## config.mk

```make
export PLATFORM = sky130hd
export DESIGN_NAME = fourier_series_evaluator_core
export DESIGN_NICKNAME = d
export VERILOG_FILES = /design/src/hw/rtl/fse_pkg.sv /design/src/hw/rtl/fse_ram.sv /design/src/hw/rtl/fourier_series_evaluator_core.sv
export SDC_FILE = /design/constraint.sdc
export NUM_CORES = 2
export LEC_CHECK = 0
export ABC_AREA = 1
export BUFFER_PORTS_ARGS = -buffer_cell sky130_fd_sc_hd__buf_2
export CAP_MARGIN = 20
export CELL_PAD_IN_SITES_DETAIL_PLACEMENT = 0
export CELL_PAD_IN_SITES_GLOBAL_PLACEMENT = 2
export CORE_MARGIN = 1.5
export CORE_UTILIZATION = 40
export DETAILED_ROUTE_END_ITERATION = 12
export GPL_TIMING_DRIVEN = 0
export MAX_ROUTING_LAYER = met4
export PLACE_DENSITY_LB_ADDON = 0.1
export SYNTH_ARGS = -nofsm -noshare
export SYNTH_HDL_FRONTEND = slang
export SYNTH_SLANG_ARGS = --single-unit
```

## constraint.sdc

```tcl
create_clock -name clk_i -period 9.6 [get_ports clk_i]
set_input_delay 0.96 -clock clk_i [delete_from_list [all_inputs] [get_ports clk_i]]
set_output_delay 0.96 -clock clk_i [all_outputs]
set_load 0.01 [all_outputs]
```

## src/hw/rtl/fse_pkg.sv

```systemverilog
package fse_pkg;

  localparam int unsigned MaxTermsDefault     = 16;
  localparam int unsigned SineRomDepthDefault = 256;

  localparam logic [1:0] OpWrite = 2'd0;
  localparam logic [1:0] OpRead  = 2'd1;
  localparam logic [1:0] OpEval  = 2'd2;

  localparam logic [1:0] CfgDcTerm      = 2'd0;
  localparam logic [1:0] CfgTermCount   = 2'd1;
  localparam logic [1:0] CfgRecipPeriod = 2'd2;

  localparam logic [31:0] RecipPeriodReset = 32'h0100_0000;

  typedef struct packed {
    logic [1:0]         op;
    logic [4:0]         harmonic;
    logic signed [23:0] cos_coef;
    logic signed [23:0] sin_coef;
    logic signed [31:0] position;
  } fse_req_t;

  typedef struct packed {
    logic signed [31:0] series_value;
    logic signed [23:0] first_coef;
    logic signed [23:0] second_coef;
    logic               index_error;
  } fse_rsp_t;

  // Quarter-wave sine entry i of a table with q steps, unsigned Q1.16.
  function automatic logic [16:0] sine_entry(int unsigned i, int unsigned q);
    logic [63:0] theta;
    logic [63:0] term;
    logic signed [63:0] sum;
    logic [63:0] r;
    theta = (64'd1686629713 * 64'(i)) / 64'(q);
    term  = theta;
    sum   = $signed(theta);
    for (int n = 1; n <= 7; n++) begin
      term = (term * theta) >> 30;
      term = (term * theta) >> 30;
      term = term / 64'((2 * n) * (2 * n + 1));
      if ((n % 2) == 1) sum = sum - $signed(term);
      else sum = sum + $signed(term);
    end
    if (sum < 0) sum = 0;
    r = (64'(sum) + 64'd8192) >> 14;
    if (r > 64'd65536) r = 64'd65536;
    return r[16:0];
  endfunction

endpackage

```

## src/hw/rtl/fse_ram.sv

```systemverilog
module fse_ram #(
  parameter int unsigned Width = 48,
  parameter int unsigned Depth = 16
) (
  input  logic                     clk_i,
  input  logic                     we_i,
  input  logic [$clog2(Depth)-1:0] waddr_i,
  input  logic [Width-1:0]         wdata_i,
  input  logic [$clog2(Depth)-1:0] raddr_i,
  output logic [Width-1:0]         rdata_o
);
  logic [Width-1:0] mem_q [Depth];

  always_ff @(posedge clk_i) begin
    if (we_i) mem_q[waddr_i] <= wdata_i;
    rdata_o <= mem_q[raddr_i];
  end
endmodule

```

## src/hw/rtl/fourier_series_evaluator_core.sv

```systemverilog
// Channel  | Direction | Handshake           | Payload
// request  | in        | req_valid_i/stall_o | req_i (fse_req_t)
// response | out       | rsp_valid_o/stall_i | rsp_o (fse_rsp_t)
// config   | in        | cfg_we_i            | cfg_index_i, cfg_data_i
//
// A write or read passes through the phase and done steps into the response
// register; an evaluation runs phase setup, then per harmonic a RAM read with
// ROM lookup, a cosine product, a sine product and an accumulate on one shared
// 24x18 multiplier, then rounding and hand-off.
// The block returns to idle on the hand-off itself, ready to take the next request.
// Reset clears control and configuration; the coefficient RAM is not cleared.
// A waiting response holds in its own register while stall_i is high; a
// finished request that finds that register still full holds in its last step.
module fourier_series_evaluator_core
  import fse_pkg::*;
#(
  parameter int unsigned MaxTerms     = MaxTermsDefault,
  parameter int unsigned SineRomDepth = SineRomDepthDefault
) (
  input  logic        clk_i,
  input  logic        rst_ni,
  input  logic        req_valid_i,
  output logic        stall_o,
  input  fse_req_t    req_i,
  output logic        rsp_valid_o,
  input  logic        stall_i,
  output fse_rsp_t    rsp_o,
  input  logic        cfg_we_i,
  input  logic [1:0]  cfg_index_i,
  input  logic [31:0] cfg_data_i
);
  localparam int unsigned AW = (MaxTerms > 1) ? $clog2(MaxTerms) : 1;
  localparam int unsigned Q  = SineRomDepth / 4;
  localparam int unsigned QW = $clog2(Q);
  localparam int unsigned CW = $clog2(MaxTerms + 1);

  localparam logic [2:0] StIdle  = 3'd0;
  localparam logic [2:0] StPhase = 3'd1;
  localparam logic [2:0] StRead  = 3'd2;
  localparam logic [2:0] StCos   = 3'd3;
  localparam logic [2:0] StSin   = 3'd4;
  localparam logic [2:0] StRound = 3'd5;
  localparam logic [2:0] StAcc   = 3'd6;
  localparam logic [2:0] StDone  = 3'd7;

  logic [16:0] rom [Q+1];
  for (genvar g = 0; g <= Q; g++) begin : g_rom
    assign rom[g] = sine_entry(g, Q);
  end

  logic signed [23:0] dc_q;
  logic [4:0]         tc_q;
  logic [31:0]        rp_q;

  always_ff @(posedge clk_i or negedge rst_ni) begin
    if (!rst_ni) begin
      dc_q <= '0;
      tc_q <= '0;
      rp_q <= RecipPeriodReset;
    end else if (cfg_we_i) begin
      unique case (cfg_index_i)
        CfgDcTerm:      dc_q <= $signed(cfg_data_i[23:0]);
        CfgTermCount:   tc_q <= cfg_data_i[4:0];
        CfgRecipPeriod: rp_q <= cfg_data_i;
        default: ;
      endcase
    end
  end

  // Effective count, clamped to capacity.
  logic [CW-1:0] n_eff;
  assign n_eff = (32'(tc_q) > MaxTerms) ? CW'(MaxTerms) : CW'(tc_q);

  logic [2:0]         st_q, st_d;
  fse_req_t           req_q;
  logic [63:0]        p_q, pk_q;
  logic [CW-1:0]      k_q;
  logic signed [63:0] acc_q;
  logic signed [17:0] sn_q, cs_q;
  logic signed [41:0] prod_q;
  logic               prod_v_q;
  logic               rsp_v_q;
  fse_rsp_t           res_q;
  fse_rsp_t           rsp_q;

  logic          ram_we;
  logic [AW-1:0] ram_waddr, ram_raddr;
  logic [47:0]   ram_rdata;

  fse_ram #(.Width(48), .Depth(MaxTerms)) u_ram (
    .clk_i  (clk_i),
    .we_i   (ram_we),
    .waddr_i(ram_waddr),
    .wdata_i({req_q.cos_coef, req_q.sin_coef}),
    .raddr_i(ram_raddr),
    .rdata_o(ram_rdata)
  );

  logic req_fire, rsp_fire, k_bad, read_hit;
  assign req_fire  = req_valid_i && !stall_o;
  assign rsp_fire  = rsp_v_q && !stall_i;
  assign stall_o   = (st_q != StIdle);
  assign k_bad     = 32'(req_q.harmonic) > 32'(n_eff);
  assign read_hit  = (req_q.op == OpRead) && !k_bad && (req_q.harmonic != '0);
  assign ram_we    = (st_q == StPhase) && (req_q.op == OpWrite) && !k_bad &&
                     (req_q.harmonic != '0);
  assign ram_waddr = AW'(req_q.harmonic - 5'd1);
  assign ram_raddr = (req_q.op == OpEval) ? AW'(k_q - CW'(1))
                                          : AW'(req_q.harmonic - 5'd1);

  function automatic logic signed [17:0] lookup(logic [31:0] ph);
    logic [QW:0]  i;
    logic [16:0]  v;
    i = (QW+1)'((64'(ph[29:0]) * 64'(Q)) >> 30);
    v = ph[30] ? rom[(QW+1)'(Q) - i] : rom[i];
    return ph[31] ? -$signed({1'b0, v}) : $signed({1'b0, v});
  endfunction

  logic [31:0] ph;
  assign ph = pk_q[39:8];

  // Phase base x * recip_period, shared by both phase registers.
  logic [63:0] phase_base;
  assign phase_base = 64'($signed(req_q.position)) * {32'd0, rp_q};

  // Select the operands of the one multiplier: cosine pair, then sine pair.
  logic signed [23:0] mul_a;
  logic signed [17:0] mul_b;
  assign mul_a = (st_q == StCos) ? $signed(ram_rdata[47:24]) : $signed(ram_rdata[23:0]);
  assign mul_b = (st_q == StCos) ? cs_q : sn_q;

  logic signed [63:0] rnd, qv;
  assign rnd = acc_q + 64'sd32768;
  assign qv  = rnd >>> 16;

  always_comb begin
    st_d = st_q;
    unique case (st_q)
      StIdle:  if (req_fire) st_d = StPhase;
      StPhase: st_d = (req_q.op == OpEval) ? ((n_eff == '0) ? StRound : StRead) : StDone;
      StRead:  st_d = StCos;
      StCos:   st_d = StSin;
      StSin:   st_d = StAcc;
      StAcc:   st_d = (k_q == n_eff) ? StRound : StRead;
      StRound: st_d = StDone;
      StDone:  if (!rsp_v_q || rsp_fire) st_d = StIdle;
      default: st_d = StIdle;
    endcase
  end

  always_ff @(posedge clk_i or negedge rst_ni) begin
    if (!rst_ni) begin
      st_q     <= StIdle;
      rsp_v_q  <= 1'b0;
      prod_v_q <= 1'b0;
    end else begin
      st_q <= st_d;
      if (rsp_fire) rsp_v_q <= 1'b0;
      if (st_q == StDone && (!rsp_v_q || rsp_fire)) rsp_v_q <= 1'b1;
      prod_v_q <= (st_q == StCos) || (st_q == StSin);
    end
  end

  always_ff @(posedge clk_i) begin
    if (req_fire) req_q <= req_i;
    // Advance the accumulator with the product from the previous cycle.
    if (prod_v_q) acc_q <= acc_q + 64'(prod_q);
    unique case (st_q)
      StPhase: begin
        p_q   <= phase_base;
        pk_q  <= phase_base;
        k_q   <= CW'(1);
        acc_q <= 64'(dc_q) <<< 15;
        res_q <= '{series_value: '0,
                   first_coef: (req_q.op == OpRead && !k_bad && req_q.harmonic == '0)
                               ? dc_q : '0,
                   second_coef: '0,
                   index_error: (req_q.op == OpRead || req_q.op == OpWrite) && k_bad};
      end
      StRead: begin
        sn_q <= lookup(ph);
        cs_q <= lookup(ph + 32'h4000_0000);
      end
      StCos: prod_q <= mul_a * mul_b;
      StSin: prod_q <= mul_a * mul_b;
      StAcc: begin
        k_q  <= k_q + CW'(1);
        pk_q <= pk_q + p_q;
      end
      StRound: begin
        if (qv > 64'sd2147483647) res_q.series_value <= 32'sh7fff_ffff;
        else if (qv < -64'sd2147483648) res_q.series_value <= 32'sh8000_0000;
        else res_q.series_value <= qv[31:0];
      end
      default: ;
    endcase
    // Hand the finished request to the response register once it is free.
    if (st_q == StDone && (!rsp_v_q || rsp_fire)) begin
      if (read_hit) begin
        rsp_q <= '{series_value: res_q.series_value,
                   first_coef: $signed(ram_rdata[47:24]),
                   second_coef: $signed(ram_rdata[23:0]),
                   index_error: res_q.index_error};
      end else begin
        rsp_q <= res_q;
      end
    end
  end

  assign rsp_valid_o = rsp_v_q;
  assign rsp_o       = rsp_q;

  a_no_req_busy: assert property (@(posedge clk_i) disable iff (!rst_ni)
    (st_q != StIdle) |-> stall_o) else $error("request taken while busy");
  a_rsp_hold: assert property (@(posedge clk_i) disable iff (!rst_ni)
    (rsp_v_q && stall_i) |=> rsp_v_q) else $error("response dropped");
  a_rsp_stable: assert property (@(posedge clk_i) disable iff (!rst_ni)
    (rsp_v_q && stall_i) |=> $stable(rsp_q)) else $error("response changed");
  a_k_range: assert property (@(posedge clk_i) disable iff (!rst_ni)
    (st_q == StCos) |-> (k_q >= CW'(1) && k_q <= n_eff)) else $error("k range");
endmodule

```

==> results.json <==
{
  "post-route-period-util_pct": 95.84,
  "grt_usage_pct": 30.86,
  "finClkSkew_ns": 0.08593,
  "number_of_maximum_capacitance_violations": 0,
  "crit_path_end_kind": "register",
  "slew_worst_pin_ns": 1.206,
  "tritoncts_buffer_count": 153,
  "numPlacedInstances": 14740,
  "clock_sink_count": 1334,
  "dominantRegCellSynth": "edfxtp_1",
  "drt_drc_violations_left": 0,
  "worstSetupPathType": "reg -> reg",
  "initialDrtViolationCount": 6584,
  "vias": 79390,
  "clock_tree.buffer_depth": 3,
  "post_drt_via_cell_ratio": 5.283,
  "num-nets-final": 13120,
  "final_antenna_net_count": 0,
  "synth-seq-area-share_pct": 38.22,
  "clkLatencyLatePin_ns": 0.85,
  "postRouteWirelength_mm": 387.0,
  "postCtsSetupRepairBufs": 0,
  "finalWorstPathRequiredPeriod_ns": 9.201,
  "area_growth_syn_to_layout_pct": 11.56,
  "final_hold_violations": 0,
  "slew-limit-headroom_pct": 18.77,
  "mappedNetlistArea_um2": 102300,
  "run_status": "finished clean",
  "tritoncts": "yes",
  "asyncSetResetFlopFracSynth_pct": 4.948,
  "postSynthAreaPerCell_um2": 9.219,
  "place.detailed.hpwl_mm": 311.4,
  "timing.critical_path.slowest_cell_delay_ns": 0.87,
  "dieArea_um2": 258800,
  "synthDistinctLibCells": 76,
  "worst-endpoint-arrival_ns": 9.72,
  "drt_first_pass_iters": 6,
  "post_synth_net_total": 12690,
  "fmax_ghz": 0.1087,
  "floorplan.die.width_um": 508.7,
  "final_layout_size_suffix_gt1_share_pct": 6.711,
  "post_layout_nonfiller_instances": 15030,
  "critical-path-slowest-cell": "o21ai_0",
  "unrepaired_setup_endpoints_after_global_routing": "no",
  "yosysWarnings": 0,
  "boundaryPins": 209,
  "required_ns": 10.12,
  "grt_pass1_wl_mm": 556.6,
  "critPathMaxFanout": 10,
  "initial_core_utilization_pct": 40.25,
  "vias_in_the_first_global_route": 81390,
  "placementRows": 185,
  "final_common_cell": "nand2_1",
  "count_of_pins_over_their_slew_limit": 0,
  "most-common-layout-cells": "nand2_1, inv_1, edfxtp_1, fa_1, nor2_1",
  "reg_clk_slew_reported_paths_ns": 0.06,
  "cts-root-buf": "clkbuf_16",
  "cell_mode_on_critical_path": "inv_1",
  "finalWeightedCongestion": 0.9758,
  "antenna_violations_before_repair": 18,
  "die_h_um": 508.7,
  "synth-seq-cells": 1334,
  "holdCritPathClass": "in -> reg",
  "average_routed_wire_per_standard_cell_um": 25.76,
  "place.port_buffers": 208,
  "cts.htree.levels": 4,
  "synth-edff-count": 1205,
  "crit_path_start_kind": "register",
  "largest_net_degree_at_the_start_of_global_routing": 59,
  "finish_stage_setup_viols": 0,
  "overflow": 0,
  "core_region_area_um2": 254200,
  "synthCells": 11100
}
## sequential cells by signal (all words and copies together) (netlist names), 42 cells and up
name / cells
req_q: 87
prod_q: 42
res_q: 57
rsp_o: 81
u_ram.rdata_o: 48
acc_q: 64
u_ram.mem_q: 768
## logic make-up after synthesis
logic type | count (synthesis) | synth area share, %
and+or+nand+nor | 3920 | 15.58
muxes | 16 | 0.1761
adders and majority gates | 1468 | 25.68
DFF | 1334 | 38.22
buffers and inverters | 2613 | 9.813
xor gates and xnor gates | 189 | 1.618
AOI/OAI and AO/OA | 1556 | 8.909
## final timing paths
kind	from	endpoint	slack, ns	cells after the start
hold reg to reg	res_q[78]	rsp_o[78]	0.41	0
setup / recovery	st_q[2]	prod_q[41]	0.40	28
max in group asynchronous	rst_ni	dc_q[16]	8.45	3
min in group asynchronous	rst_ni	rp_q[29]	0.50	2
setup reg to reg	st_q[2]	prod_q[41]	0.40	28
hold / removal	req_i[49]	req_q[49]	0.27	1
## area by class of cell
type	count	area, µm²
clock buffer	192	4015
timing repair buffer	279	2270
fill	25010	140000
sequential	1334	39100
multi-input combinational	7149	53330
clock inverter	87	1139
inverter	2138	8038
antenna	7	17.52
tap	3366	4212
buffer	474	2002
## timing repair
| action | in CTS | in global routing |
|---|---|---|
| hold endpoints to repair | 7 | 0 |
| hold buffers | 1 | 0 |
| setup endpoints to repair | 0 | 1 |
| gates resized for setup | 0 | 9 |
## per-stage QoR
step                utilization, %  TNS [ns]  setup slack, ns  hold WS, ns  instance area (µm²)
finish                       44.90         0           0.3994       0.2743               114100
global route                 44.90         0          0.01809       0.2233               114100
CTS                          44.86         0          0.03031       0.1937               114000
detailed placement           42.83         0          0.07349       0.4045               108900
global placement             42.32  -1806.19           -2.656       0.4023               107600
floorplan                        -         0            2.806       0.4003               102300
## cell usage after synthesis (all sizes together), types with 63 or more instances
library cell,count,area [µm²]
ha,415,5192
o21ai,773,3891
dfxtp,63,1261
buf,74,496.7
inv,2128,7998
o221ai,104,910.9
nor2,1047,4065
nand3,326,1712
clkbuf,401,1506
a21oi,311,1680
xnor2,66,578.1
o22ai,108,675.7
fa,1053,21080
o211ai,109,818.3
nand2,2364,9030
xor2,123,1077
dfrtp,65,1627
edfxtp,1205,36180
## critical path, delay by kind of cell, from the launching register on
| kind | cells | cell delay, ns |
|---|---|---|
| fa+ha+maj | 7 | 3.54 |
| simple gates | 9 | 1.85 |
| buf+inv | 10 | 1.82 |
| compound gates | 1 | 0.87 |
| xor+xnor | 1 | 0.43 |
| flops | 1 | 0.40 |
## metal layers
metal	part of all wire (%)	GRT usage [%]
met5	0	-
met4	4.7	12.81
met3	5.6	4.047
met2	48	50.43
met1	41	38.60
Power is left out: the tool's default activity adds up to more than one toggle a clock period on the data nets, which glitch-free logic cannot reach.
